===== src/design/st_pkg.sv =====
// ---------------------------------------------------------------------------
// st_pkg
// Types, codes and character tables of the source tokenizer.
// ---------------------------------------------------------------------------
package st_pkg;

  localparam int COORD_BITS  = 16;
  localparam int OFFSET_BITS = 24;
  localparam int KIND_BITS   = 6;
  localparam int ERR_BITS    = 2;
  localparam int EOF_LEN     = 3;

  // token kinds
  localparam logic [KIND_BITS-1:0] KIND_IDENT   = 6'd0;
  localparam logic [KIND_BITS-1:0] KIND_INT     = 6'd1;
  localparam logic [KIND_BITS-1:0] KIND_STR     = 6'd2;
  localparam logic [KIND_BITS-1:0] KIND_EOF     = 6'd3;
  localparam logic [KIND_BITS-1:0] KIND_LPAREN  = 6'd4;
  localparam logic [KIND_BITS-1:0] KIND_RPAREN  = 6'd5;
  localparam logic [KIND_BITS-1:0] KIND_LBRACE  = 6'd6;
  localparam logic [KIND_BITS-1:0] KIND_RBRACE  = 6'd7;
  localparam logic [KIND_BITS-1:0] KIND_LBRACK  = 6'd8;
  localparam logic [KIND_BITS-1:0] KIND_RBRACK  = 6'd9;
  localparam logic [KIND_BITS-1:0] KIND_COLON   = 6'd10;
  localparam logic [KIND_BITS-1:0] KIND_BANG    = 6'd11;
  localparam logic [KIND_BITS-1:0] KIND_SEMI    = 6'd12;
  localparam logic [KIND_BITS-1:0] KIND_PLUS    = 6'd13;
  localparam logic [KIND_BITS-1:0] KIND_MINUS   = 6'd14;
  localparam logic [KIND_BITS-1:0] KIND_SLASH   = 6'd15;
  localparam logic [KIND_BITS-1:0] KIND_PCT     = 6'd16;
  localparam logic [KIND_BITS-1:0] KIND_STAR    = 6'd17;
  localparam logic [KIND_BITS-1:0] KIND_ASSIGN  = 6'd18;
  localparam logic [KIND_BITS-1:0] KIND_ADD_EQ  = 6'd19;
  localparam logic [KIND_BITS-1:0] KIND_SUB_EQ  = 6'd20;
  localparam logic [KIND_BITS-1:0] KIND_DIV_EQ  = 6'd21;
  localparam logic [KIND_BITS-1:0] KIND_MUL_EQ  = 6'd22;
  localparam logic [KIND_BITS-1:0] KIND_AMP     = 6'd23;
  localparam logic [KIND_BITS-1:0] KIND_BAR     = 6'd24;
  localparam logic [KIND_BITS-1:0] KIND_LAND    = 6'd25;
  localparam logic [KIND_BITS-1:0] KIND_LOR     = 6'd26;
  localparam logic [KIND_BITS-1:0] KIND_AND_EQ  = 6'd27;
  localparam logic [KIND_BITS-1:0] KIND_OR_EQ   = 6'd28;
  localparam logic [KIND_BITS-1:0] KIND_CARET   = 6'd29;
  localparam logic [KIND_BITS-1:0] KIND_XOR_EQ  = 6'd30;
  localparam logic [KIND_BITS-1:0] KIND_GT      = 6'd31;
  localparam logic [KIND_BITS-1:0] KIND_LT      = 6'd32;
  localparam logic [KIND_BITS-1:0] KIND_GE      = 6'd33;
  localparam logic [KIND_BITS-1:0] KIND_LE      = 6'd34;
  // no operator; operator kinds never take this value
  localparam logic [KIND_BITS-1:0] KIND_NONE    = 6'd0;

  // error codes
  localparam logic [ERR_BITS-1:0] ERR_NONE    = 2'd0;
  localparam logic [ERR_BITS-1:0] ERR_UNKNOWN = 2'd1;
  localparam logic [ERR_BITS-1:0] ERR_DMINUS  = 2'd2;
  localparam logic [ERR_BITS-1:0] ERR_QUOTE   = 2'd3;

  // characters with a role of their own
  localparam logic [7:0] CH_NONE   = 8'h00;
  localparam logic [7:0] CH_TAB    = 8'h09;
  localparam logic [7:0] CH_NL     = 8'h0A;
  localparam logic [7:0] CH_SPACE  = 8'h20;
  localparam logic [7:0] CH_DQUOTE = 8'h22;
  localparam logic [7:0] CH_APOS   = 8'h27;
  localparam logic [7:0] CH_MINUS  = 8'h2D;
  localparam logic [7:0] CH_UNDER  = 8'h5F;

  typedef enum logic [1:0] {
    MODE_IDLE,
    MODE_IDENT,
    MODE_INT,
    MODE_STR
  } scan_mode_t;

  typedef struct packed {
    logic [7:0] ch;
    logic       end_of_source;
  } in_word_t;

  typedef struct packed {
    logic [KIND_BITS-1:0]   kind;
    logic [ERR_BITS-1:0]    err;
    logic [OFFSET_BITS-1:0] start_offset;
    logic [COORD_BITS-1:0]  start_row;
    logic [COORD_BITS-1:0]  start_col;
    logic [COORD_BITS-1:0]  tok_len;
    logic                   last_of_run;
  } out_word_t;

  // up to two results from one input word, packed from w0
  typedef struct packed {
    logic      vld0;
    logic      vld1;
    out_word_t w0;
    out_word_t w1;
  } res_pair_t;

  function automatic logic is_digit(logic [7:0] c);
    return (c >= 8'h30) && (c <= 8'h39);
  endfunction

  function automatic logic is_alpha(logic [7:0] c);
    return ((c >= 8'h61) && (c <= 8'h7A)) || ((c >= 8'h41) && (c <= 8'h5A));
  endfunction

  function automatic logic is_word(logic [7:0] c);
    return (c == CH_UNDER) || is_alpha(c) || is_digit(c);
  endfunction

  // one-character operators, KIND_NONE if not one
  function automatic logic [KIND_BITS-1:0] single_kind(logic [7:0] c);
    logic [KIND_BITS-1:0] k;
    case (c)
      8'h28:   k = KIND_LPAREN;  // (
      8'h29:   k = KIND_RPAREN;  // )
      8'h7B:   k = KIND_LBRACE;  // {
      8'h7D:   k = KIND_RBRACE;  // }
      8'h5B:   k = KIND_LBRACK;  // [
      8'h5D:   k = KIND_RBRACK;  // ]
      8'h3A:   k = KIND_COLON;   // :
      8'h21:   k = KIND_BANG;    // !
      8'h3B:   k = KIND_SEMI;    // ;
      8'h2B:   k = KIND_PLUS;    // +
      8'h2D:   k = KIND_MINUS;   // -
      8'h2F:   k = KIND_SLASH;   // /
      8'h25:   k = KIND_PCT;     // %
      8'h2A:   k = KIND_STAR;    // *
      8'h3D:   k = KIND_ASSIGN;  // =
      8'h26:   k = KIND_AMP;     // &
      8'h7C:   k = KIND_BAR;     // |
      8'h5E:   k = KIND_CARET;   // ^
      8'h3E:   k = KIND_GT;      // >
      8'h3C:   k = KIND_LT;      // <
      default: k = KIND_NONE;
    endcase
    return k;
  endfunction

  // two-character operators, KIND_NONE if the pair is none
  function automatic logic [KIND_BITS-1:0] pair_kind(logic [7:0] a, logic [7:0] b);
    logic [KIND_BITS-1:0] k;
    k = KIND_NONE;
    if (b == 8'h3D) begin
      case (a)
        8'h2B:   k = KIND_ADD_EQ;
        8'h2D:   k = KIND_SUB_EQ;
        8'h2F:   k = KIND_DIV_EQ;
        8'h2A:   k = KIND_MUL_EQ;
        8'h26:   k = KIND_AND_EQ;
        8'h7C:   k = KIND_OR_EQ;
        8'h5E:   k = KIND_XOR_EQ;
        8'h3E:   k = KIND_GE;
        8'h3C:   k = KIND_LE;
        default: k = KIND_NONE;
      endcase
    end else if ((a == 8'h26) && (b == 8'h26)) begin
      k = KIND_LAND;
    end else if ((a == 8'h7C) && (b == 8'h7C)) begin
      k = KIND_LOR;
    end
    return k;
  endfunction

  function automatic out_word_t make_word(
    logic [KIND_BITS-1:0]   kind,
    logic [ERR_BITS-1:0]    err,
    logic [OFFSET_BITS-1:0] off,
    logic [COORD_BITS-1:0]  row,
    logic [COORD_BITS-1:0]  col,
    logic [COORD_BITS-1:0]  len
  );
    out_word_t w;
    w.kind         = kind;
    w.err          = err;
    w.start_offset = off;
    w.start_row    = row;
    w.start_col    = col;
    w.tok_len      = len;
    w.last_of_run  = 1'b0;
    return w;
  endfunction

endpackage


===== src/design/st_core.sv =====
// ---------------------------------------------------------------------------
// st_core
// Scan state and per-byte token decision; yields up to two results a word.
// ---------------------------------------------------------------------------
module st_core (
  input  logic               clk,
  input  logic               rst_n,
  input  logic               acc,
  input  st_pkg::in_word_t   in_w,
  output st_pkg::res_pair_t  res
);
  import st_pkg::*;

  localparam int CB = COORD_BITS;
  localparam int OB = OFFSET_BITS;

  scan_mode_t     mode_r, mode_nxt;
  logic [CB-1:0]  cur_row_r, cur_row_nxt, cur_col_r, cur_col_nxt;
  logic [OB-1:0]  cur_off_r, cur_off_nxt;
  logic [CB-1:0]  tok_row_r, tok_row_nxt, tok_col_r, tok_col_nxt;
  logic [OB-1:0]  tok_off_r, tok_off_nxt;
  logic [CB-1:0]  tok_cnt_r, tok_cnt_nxt;
  logic [7:0]     pend_r, pend_nxt;
  logic           halt_r, halt_nxt;

  logic [7:0]     c;
  logic           eos, live, pend_on, dminus, member, run_mode;
  logic [CB-1:0]  col_inc, row_inc, cnt_inc, eof_col;
  logic [OB-1:0]  off_inc;
  logic [KIND_BITS-1:0] pk, sk_pend, run_kind;

  // decode of a byte that starts fresh
  logic           f_emit, f_halt;
  logic [ERR_BITS-1:0] f_err;
  scan_mode_t     f_mode;
  logic [7:0]     f_pend;
  logic [CB-1:0]  f_row, f_col, f_trow, f_tcol, f_tcnt;
  logic [OB-1:0]  f_off, f_toff;

  out_word_t      w0, w1, f_word, eof_word;
  logic           v0, v1;

  assign c        = in_w.ch;
  assign eos      = in_w.end_of_source;
  assign live     = acc && !halt_r;
  assign pend_on  = (pend_r != CH_NONE);
  assign dminus   = (pend_r == CH_MINUS) && (c == CH_MINUS);
  assign pk       = pair_kind(pend_r, c);
  assign sk_pend  = single_kind(pend_r);
  assign run_mode = (mode_r == MODE_IDENT) || (mode_r == MODE_INT);
  assign member   = (mode_r == MODE_IDENT) ? is_word(c) : is_digit(c);
  assign run_kind = (mode_r == MODE_INT) ? KIND_INT :
                    (mode_r == MODE_STR) ? KIND_STR : KIND_IDENT;

  assign col_inc  = (cur_col_r == '1) ? cur_col_r : cur_col_r + CB'(1);
  assign row_inc  = (cur_row_r == '1) ? cur_row_r : cur_row_r + CB'(1);
  assign cnt_inc  = (tok_cnt_r == '1) ? tok_cnt_r : tok_cnt_r + CB'(1);
  assign off_inc  = cur_off_r + OB'(1);
  // an open string is closed implicitly at end of source
  assign eof_col  = (mode_r == MODE_STR) ? col_inc : cur_col_r;

  always_comb begin
    f_emit = 1'b0;
    f_halt = 1'b0;
    f_err  = ERR_NONE;
    f_mode = MODE_IDLE;
    f_pend = CH_NONE;
    f_row  = cur_row_r;
    f_col  = cur_col_r;
    f_off  = cur_off_r;
    f_trow = tok_row_r;
    f_tcol = tok_col_r;
    f_toff = tok_off_r;
    f_tcnt = tok_cnt_r;
    if (c == CH_NL) begin
      f_row = row_inc;
      f_col = CB'(1);
      f_off = off_inc;
    end else if ((c == CH_SPACE) || (c == CH_TAB)) begin
      f_col = col_inc;
      f_off = off_inc;
    end else if (c == CH_APOS) begin
      f_emit = 1'b1;
      f_err  = ERR_QUOTE;
      f_halt = 1'b1;
    end else if (c == CH_DQUOTE) begin
      f_trow = cur_row_r;
      f_tcol = cur_col_r;
      f_toff = off_inc;          // content starts after the quote
      f_tcnt = '0;
      f_mode = MODE_STR;
      f_col  = col_inc;
      f_off  = off_inc;
    end else if (is_word(c)) begin
      f_trow = cur_row_r;
      f_tcol = cur_col_r;
      f_toff = cur_off_r;
      f_tcnt = CB'(1);
      f_mode = is_digit(c) ? MODE_INT : MODE_IDENT;
      f_col  = col_inc;
      f_off  = off_inc;
    end else if (single_kind(c) != KIND_NONE) begin
      f_trow = cur_row_r;
      f_tcol = cur_col_r;
      f_toff = cur_off_r;
      f_pend = c;
      f_col  = col_inc;
      f_off  = off_inc;
    end else begin
      f_emit = 1'b1;
      f_err  = ERR_UNKNOWN;
      f_halt = 1'b1;
    end
  end

  // next state
  always_comb begin
    mode_nxt    = mode_r;
    cur_row_nxt = cur_row_r;
    cur_col_nxt = cur_col_r;
    cur_off_nxt = cur_off_r;
    tok_row_nxt = tok_row_r;
    tok_col_nxt = tok_col_r;
    tok_off_nxt = tok_off_r;
    tok_cnt_nxt = tok_cnt_r;
    pend_nxt    = pend_r;
    halt_nxt    = halt_r;
    if (live) begin
      if (eos) begin
        mode_nxt    = MODE_IDLE;
        cur_row_nxt = CB'(1);
        cur_col_nxt = CB'(1);
        cur_off_nxt = '0;
        tok_row_nxt = CB'(1);
        tok_col_nxt = CB'(1);
        tok_off_nxt = '0;
        tok_cnt_nxt = '0;
        pend_nxt    = CH_NONE;
        halt_nxt    = 1'b0;
      end else if (pend_on && dminus) begin
        halt_nxt = 1'b1;
      end else if (pend_on && (pk != KIND_NONE)) begin
        pend_nxt    = CH_NONE;
        cur_col_nxt = col_inc;
        cur_off_nxt = off_inc;
      end else if (!pend_on && (mode_r == MODE_STR)) begin
        if (c == CH_DQUOTE) begin
          mode_nxt = MODE_IDLE;
        end else begin
          tok_cnt_nxt = cnt_inc;
        end
        cur_col_nxt = col_inc;
        cur_off_nxt = off_inc;
      end else if (!pend_on && run_mode && member) begin
        tok_cnt_nxt = cnt_inc;
        cur_col_nxt = col_inc;
        cur_off_nxt = off_inc;
      end else begin
        mode_nxt    = f_mode;
        pend_nxt    = f_pend;
        halt_nxt    = f_halt;
        cur_row_nxt = f_row;
        cur_col_nxt = f_col;
        cur_off_nxt = f_off;
        tok_row_nxt = f_trow;
        tok_col_nxt = f_tcol;
        tok_off_nxt = f_toff;
        tok_cnt_nxt = f_tcnt;
      end
    end
  end

  // results
  always_comb begin
    f_word   = make_word(KIND_IDENT, f_err, cur_off_r, cur_row_r, cur_col_r, '0);
    eof_word = make_word(KIND_EOF, ERR_NONE, cur_off_r, cur_row_r, eof_col, CB'(EOF_LEN));
    w0 = eof_word;
    w1 = eof_word;
    v0 = 1'b0;
    v1 = 1'b0;
    if (live) begin
      if (eos) begin
        if (pend_on) begin
          w0 = make_word(sk_pend, ERR_NONE, tok_off_r, tok_row_r, tok_col_r, CB'(1));
          v0 = 1'b1;
          v1 = 1'b1;
        end else if (mode_r != MODE_IDLE) begin
          w0 = make_word(run_kind, ERR_NONE, tok_off_r, tok_row_r, tok_col_r, tok_cnt_r);
          v0 = 1'b1;
          v1 = 1'b1;
        end else begin
          v0 = 1'b1;
        end
      end else if (pend_on) begin
        v0 = 1'b1;
        if (dminus) begin
          w0 = make_word(KIND_IDENT, ERR_DMINUS, tok_off_r, tok_row_r, tok_col_r, '0);
        end else if (pk != KIND_NONE) begin
          w0 = make_word(pk, ERR_NONE, tok_off_r, tok_row_r, tok_col_r, CB'(2));
        end else begin
          w0 = make_word(sk_pend, ERR_NONE, tok_off_r, tok_row_r, tok_col_r, CB'(1));
          w1 = f_word;
          v1 = f_emit;
        end
      end else if (mode_r == MODE_STR) begin
        w0 = make_word(KIND_STR, ERR_NONE, tok_off_r, tok_row_r, tok_col_r, tok_cnt_r);
        v0 = (c == CH_DQUOTE);
      end else if (run_mode) begin
        if (!member) begin
          w0 = make_word(run_kind, ERR_NONE, tok_off_r, tok_row_r, tok_col_r, tok_cnt_r);
          v0 = 1'b1;
          w1 = f_word;
          v1 = f_emit;
        end
      end else begin
        w0 = f_word;
        v0 = f_emit;
      end
    end
    w0.last_of_run = !v1;
    w1.last_of_run = 1'b1;
    res.vld0 = v0;
    res.vld1 = v1;
    res.w0   = w0;
    res.w1   = w1;
  end

  always_ff @(posedge clk) begin
    if (!rst_n) begin
      mode_r    <= MODE_IDLE;
      cur_row_r <= CB'(1);
      cur_col_r <= CB'(1);
      cur_off_r <= '0;
      tok_row_r <= CB'(1);
      tok_col_r <= CB'(1);
      tok_off_r <= '0;
      tok_cnt_r <= '0;
      pend_r    <= CH_NONE;
      halt_r    <= 1'b0;
    end else begin
      mode_r    <= mode_nxt;
      cur_row_r <= cur_row_nxt;
      cur_col_r <= cur_col_nxt;
      cur_off_r <= cur_off_nxt;
      tok_row_r <= tok_row_nxt;
      tok_col_r <= tok_col_nxt;
      tok_off_r <= tok_off_nxt;
      tok_cnt_r <= tok_cnt_nxt;
      pend_r    <= pend_nxt;
      halt_r    <= halt_nxt;
    end
  end

endmodule


===== src/design/st_outq.sv =====
// ---------------------------------------------------------------------------
// st_outq
// Four-deep result queue: two writes and one read per cycle.
// ---------------------------------------------------------------------------
module st_outq (
  input  logic               clk,
  input  logic               rst_n,
  input  st_pkg::res_pair_t  res,
  output logic               space_ok,
  output logic               out_valid,
  input  logic               out_ready,
  output st_pkg::out_word_t  out_word
);
  import st_pkg::*;

  localparam int DEPTH = 4;
  localparam int CNT_W = $clog2(DEPTH + 1);

  out_word_t        ent_r   [DEPTH];
  out_word_t        ent_nxt [DEPTH];
  logic [CNT_W-1:0] cnt_r, cnt_nxt, base;
  logic             pop;

  assign out_valid = (cnt_r != '0);
  assign out_word  = ent_r[0];
  // room for the worst case of two results
  assign space_ok  = (cnt_r <= CNT_W'(DEPTH - 2));
  assign pop       = out_valid && out_ready;
  assign base      = cnt_r - CNT_W'(pop);

  always_comb begin
    for (int i = 0; i < DEPTH; i++) begin
      ent_nxt[i] = ent_r[i];
    end
    if (pop) begin
      for (int i = 0; i < DEPTH - 1; i++) begin
        ent_nxt[i] = ent_r[i + 1];
      end
    end
    for (int i = 0; i < DEPTH; i++) begin
      if (res.vld0 && (base == CNT_W'(i))) begin
        ent_nxt[i] = res.w0;
      end
      if (res.vld1 && ((base + CNT_W'(1)) == CNT_W'(i))) begin
        ent_nxt[i] = res.w1;
      end
    end
    cnt_nxt = base + CNT_W'(res.vld0) + CNT_W'(res.vld1);
  end

  always_ff @(posedge clk) begin
    for (int i = 0; i < DEPTH; i++) begin
      ent_r[i] <= ent_nxt[i];
    end
  end

  always_ff @(posedge clk) begin
    if (!rst_n) begin
      cnt_r <= '0;
    end else begin
      cnt_r <= cnt_nxt;
    end
  end

endmodule


===== src/design/source_tokenizer.sv =====
// ---------------------------------------------------------------------------
// source_tokenizer
// Longest-match lexer: source bytes in, positioned tokens out.
// ---------------------------------------------------------------------------
// The tokenizer takes one source byte per input word and can accept a word
// every cycle while in_ready is high. Each word is decided in the cycle it
// is accepted by st_core, whose scan registers hold the open token, and its
// zero, one or two results land in a four-deep result queue that drives the
// output port directly. Results leave through the single result port of the
// queue, so words that yield two (a flushed token plus EOF, or a token plus
// an error) can fill it; in_ready drops while the queue holds more than two
// results. Operators wait for one byte of lookahead, so a one-byte operator,
// like an identifier or a number, is emitted on the word after its last
// byte or on the end word. Errors (an unknown byte, a double minus, an
// apostrophe) are reported once, after any token they close, and then words
// are still accepted but yield nothing until reset. Row, column and length
// saturate; offsets wrap.
// ---------------------------------------------------------------------------
module source_tokenizer (
  input  logic              clk,
  input  logic              rst_n,
  input  logic              in_valid,
  output logic              in_ready,
  input  st_pkg::in_word_t  in_word,
  output logic              out_valid,
  input  logic              out_ready,
  output st_pkg::out_word_t out_word
);
  import st_pkg::*;

  res_pair_t res;
  logic      space_ok;
  logic      acc;

  // accept whenever the queue can absorb the worst case of this word
  assign in_ready = space_ok;
  assign acc      = in_valid && in_ready;

  // per-byte decision and scan state
  st_core u_core (
    .clk   (clk),
    .rst_n (rst_n),
    .acc   (acc),
    .in_w  (in_word),
    .res   (res)
  );

  // result queue; also the output register
  st_outq u_outq (
    .clk       (clk),
    .rst_n     (rst_n),
    .res       (res),
    .space_ok  (space_ok),
    .out_valid (out_valid),
    .out_ready (out_ready),
    .out_word  (out_word)
  );

endmodule


===== config.mk =====
export PLATFORM = sky130hd
export DESIGN_NAME = source_tokenizer
export DESIGN_NICKNAME = d
export VERILOG_FILES = /design/src/design/st_pkg.sv /design/src/design/st_core.sv /design/src/design/st_outq.sv /design/src/design/source_tokenizer.sv
export SDC_FILE = /design/constraint.sdc
export NUM_CORES = 1
export LEC_CHECK = 0
export BUFFER_PORTS_ARGS = -buffer_cell sky130_fd_sc_hd__buf_2
export CAP_MARGIN = 20
export CELL_PAD_IN_SITES_DETAIL_PLACEMENT = 1
export CELL_PAD_IN_SITES_GLOBAL_PLACEMENT = 1
export CORE_AREA = 2 2 267 269
export DETAILED_ROUTE_END_ITERATION = 12
export DIE_AREA = 0 0 269 271
export GPL_ROUTABILITY_DRIVEN = 0
export GPL_TIMING_DRIVEN = 0
export HOLD_SLACK_MARGIN = 0.1
export PLACE_DENSITY_LB_ADDON = 0.1
export SYNTH_ARGS = -nofsm -noshare
export SYNTH_HDL_FRONTEND = slang
export SYNTH_HIERARCHICAL = 1
export SYNTH_SLANG_ARGS = --single-unit

===== constraint.sdc =====
create_clock -name clk -period 15 [get_ports clk]
set_clock_uncertainty 0.1 [all_clocks]
set_input_delay 0.75 -clock clk [delete_from_list [all_inputs] [get_ports clk]]
set_output_delay 0.75 -clock clk [all_outputs]
set_load 0.02 [all_outputs]

==> metrics.log <==
INFO  metric status = finished clean
INFO  metric cap_viol_max_count = 0
INFO  metric synth.area.top_cells = sky130_fd_sc_hd__edfxtp_1, sky130_fd_sc_hd__dfxtp_1, sky130_fd_sc_hd__nand2_1, sky130_fd_sc_hd__o211ai_2, sky130_fd_sc_hd__nand4_1
INFO  metric cts.htree.levels = 2
INFO  metric worstHoldPathType = reg2reg
INFO  metric critical-path-max-stage-delay = 0.78 ns
INFO  metric synthDominantCellAreaShare = 34.93%
INFO  metric hold_end = u_core/tok_col_r[7]$_SDFFE_PN0P_
INFO  metric layout-area-overhead-vs-synth = 13.74%
INFO  metric startpoint_type = register
INFO  metric std_cell_rows = 97
INFO  metric finish.cell_count_without_fillers = 4169
INFO  metric routedWlPerCell = 25.29 um
INFO  metric drc = 0
INFO  metric crit_chain = a21oi_1 > and2_1 > nand2b_1 > clkbuf_1 > nor2_1 > and3_1 > nand3_1 > a21oi_1 > a31o_2 > buf_4 > buf_2 > nand4_2 > clkbuf_1 > nand3b_1 > buf_8 > buf_8 > buf_8
INFO  metric hp-start = u_core/tok_col_r[7]$_SDFFE_PN0P_
INFO  metric antenna_found_initial = 4
INFO  metric hold_viol = 0
INFO  metric timing.critical_path.buf_inv = 7
INFO  metric first_global_vias = 25950
INFO  metric setup.reg_to_reg.worst_slack = 8.31 ns
INFO  metric post-cts-setup-buffer-count = 0
INFO  metric cells_after_synthesis = 2994
INFO  metric grt_overflow = 0
INFO  metric power-per-cell-area = 167.9 mW/mm2
INFO  metric place_inst = 4062
INFO  metric cts_num_sinks = 466
INFO  metric ctsRootBufferMaster = sky130_fd_sc_hd__clkbuf_16
INFO  metric layout_worst_path_cycle_share = 44.62%
INFO  metric dp.final_hpwl = 75740 um
INFO  metric yosysMostFrequentCell = sky130_fd_sc_hd__nand2_1
INFO  metric synth_simple_gate_area_share = 25.59%
INFO  metric timing.setup.critical_path_class = reg2reg
INFO  metric first_pass_grt_wire_length = 161600 um
INFO  metric drt-vias-per-instance = 6.068
INFO  metric clock_tree.buffer_depth = 3
INFO  metric netlist_top_cells_count = sky130_fd_sc_hd__nand2_1, sky130_fd_sc_hd__edfxtp_1, sky130_fd_sc_hd__nand4_1, sky130_fd_sc_hd__clkbuf_1, sky130_fd_sc_hd__o211ai_2
INFO  metric num-nets-final = 3206
INFO  metric hold-path-cell-count = 2
INFO  metric synthAdderAreaFrac = 0.6109%
INFO  metric crit_family = simple AND/OR/NAND/NOR gates
INFO  metric max_slew.worst_pin.slew = 1.182 ns
INFO  metric power.total = 5.321 mW
INFO  metric coreArea = 0.06979 mm2
INFO  metric dr.pass1.iters = 5
INFO  metric r2r.worst_path.cells = 17
INFO  metric horizontal_extent_of_the_die = 269 um
INFO  metric track_usage = 28.72%
INFO  metric critical_path.reg2reg.endpoint = u_outq/ent_r[1][44]$_DFFE_PP_
INFO  metric syn_avg_cell_area = 9.304 um2
INFO  metric fillerInstances = 8023
INFO  metric io_pins = 96
INFO  metric tritoncts = yes
INFO  metric effective_utilization_at_floorplan = 39.92%
INFO  metric timing.max_slew.rel_slack = 21.19%
INFO  metric fmax = 149.4 MHz
INFO  metric total_leakage_power = 11.49 nW
INFO  metric synth.area.mux_share = 3.836%
INFO  metric grt_setup_unrepaired = false
INFO  metric synthArstFlopShare = 0%
INFO  metric synth_sequential_area_ratio = 45.13%
INFO  metric cts-hold-fix-buffers = 0
INFO  metric ctsResizeCount = 0
INFO  metric grt_start_max_net_pins = 43
INFO  metric synth_warnings = 6
INFO  metric postSynth.topFlopCell = sky130_fd_sc_hd__edfxtp_1
INFO  metric final_layout_setup_total_negative_slack = 0 ns
INFO  metric main_combinational_cell_family_by_area_after_synthesis = simple AND/OR/NAND/NOR gates
INFO  metric clk_pin_slew_worst_paths = 0.06 ns
INFO  metric synth.cell_area = 0.02786 mm2
INFO  metric final_layout_size_suffix_gt1_share = 18.74%
INFO  metric cts-buffers-inserted = 56
INFO  metric post_synth_xor_area_fraction = 1.976%
INFO  metric route.final.wire_length = 105400 um
INFO  metric timing.final.crit_period = 6.693 ns
INFO  metric path_common_cell = sky130_fd_sc_hd__buf_8
INFO  metric crit-reg2reg-launch = u_outq/cnt_r[1]$_SDFF_PN0_
INFO  metric cp_slowest_cell = sky130_fd_sc_hd__a21oi_1
INFO  metric ys_seq_elements = 466
INFO  metric crit_required = 15.22 ns
INFO  metric path_max_fanout = 15
INFO  metric fp.dieArea = 0.07290 mm2
INFO  metric synth_enable_flop_cells = 324
INFO  metric clk_latency = 0.63 ns
INFO  metric port_buffers = 94
INFO  metric die_h = 271 um
INFO  metric routed_vias = 25300
INFO  metric irDropWorstVdd = 0.1027 mV
INFO  metric kind_of_end_point_of_the_critical_path = register
INFO  metric finalMaxSlewViolations = 0
INFO  metric synthDistinctLibCells = 94
INFO  metric postRouteAntennaNets = 0
INFO  metric synth_compound_gate_area_share = 16.82%
INFO  metric crit_arrival = 6.91 ns
INFO  metric report.final.setup_viol = 0
INFO  metric detailedRoute.firstIterationViolations = 2002
INFO  metric synth.largest_area_cell = sky130_fd_sc_hd__edfxtp_1
## cells in the final DEF, fill, tap and decap left out, drive strengths merged, types with 14 or more instances in the layout
cell type	count
a21oi	81
a31oi	27
and2	39
and3	37
buf	240
clkbuf	281
clkinv	19
conb	19
dfxtp	142
edfxtp	324
inv	20
mux2	86
nand2	731
nand3	123
nand4	308
nor2	91
nor2b	17
nor3	29
o211ai	255
o21ai	66
o31ai	23
or3	14
xnor2	41
xor2	21
## report_power, final
group	leakage, nW	internal [mW]	switching, mW
clock network	0.915	0.798	0.570
registers	4.23	1.92	0.0946
logic	6.35	0.544	1.39
## cell type report
class,count,area [um2],area share (%)
antenna,1,2.502,0.007898
buffer,323,1595,5.035
clock buffer,87,1710,5.398
clock inverter,19,126.4,0.3988
inverter,21,78.83,0.2488
multi-input combinational,2201,13680,43.18
sequential,466,12570,39.68
tap,940,1176,3.712
timing repair buffer,111,740.7,2.338
## how the worst max path moves through the flow
stage / depth (start not counted) / slack (ns) / to / startpoint
finish: 17 / 8.31 / u_outq/ent_r[1][44]$_DFFE_PP_ / u_outq/cnt_r[1]$_SDFF_PN0_
global route: 17 / 7.97 / u_outq/ent_r[1][44]$_DFFE_PP_ / u_outq/cnt_r[1]$_SDFF_PN0_
CTS: 17 / 8.33 / u_outq/ent_r[1][50]$_DFFE_PP_ / u_outq/cnt_r[1]$_SDFF_PN0_
detailed placement: 17 / 8.11 / u_outq/ent_r[1][42]$_DFFE_PP_ / in_valid
global placement: 12 / 5.30 / u_outq/ent_r[1][40]$_DFFE_PP_ / in_word[5]
floorplan: 13 / 8.80 / u_outq/ent_r[0][0]$_DFFE_PP_ / in_word[7]
## worst min-delay path, delay by kind of cell (launching register included)
family / cells / cell delay, ns
flops: 1 / 0.31
simple gates: 2 / 0.10
## cell families (layout without fill, tap and decap cells)
family | count (synthesis) | count (layout)
xor gates and xnor gates | 62 | 62
muxes | 96 | 96
and+or+nand+nor | 1464 | 1464
other | 2 | 20
AOI/OAI and AO/OA | 547 | 547
buffers and inverters | 344 | 561
adders and majority gates | 13 | 13
DFF | 466 | 466
## stage by stage
| stage | util (%) | worst slack, ns | area (um2) | hold WS (ns) |
|---|---|---|---|---|
| 2_1_floorplan | - | 8.804 | 27920 | 0.3299 |
| 3_3_place_gp | 42.37 | 5.303 | 29570 | 0.3375 |
| 3_5_place_dp | 42.77 | 8.106 | 29840 | 0.3474 |
| 4_1_cts | 45.40 | 8.333 | 31680 | 0.3563 |
| 5_1_grt | 45.40 | 7.971 | 31680 | 0.3704 |
| 6_report | 45.40 | 8.307 | 31680 | 0.3568 |
## sequential cells by signal (all words and copies together), names as in the netlist
| signal | flops |
|---|---|
| u_outq/cnt_r | 3 |
| u_core/pend_r | 8 |
| u_outq/ent_r | 324 |
| u_core/halt_r | 1 |
| u_core/cur_col_r | 16 |
| u_core/mode_r | 2 |
| u_core/tok_row_r | 16 |
| u_core/cur_off_r | 24 |
| u_core/tok_off_r | 24 |
| u_core/tok_cnt_r | 16 |
| u_core/cur_row_r | 16 |
| u_core/tok_col_r | 16 |
## routing by layer
layer / part of all wire, % / GRT usage [%]
met1: 43 / 38.18
met2: 49 / 48.50
met3: 5.6 / 3.932
met4: 2.6 / 8.202
met5: 0 / 0
No activity file was read; power rests on OpenSTA's default activity.
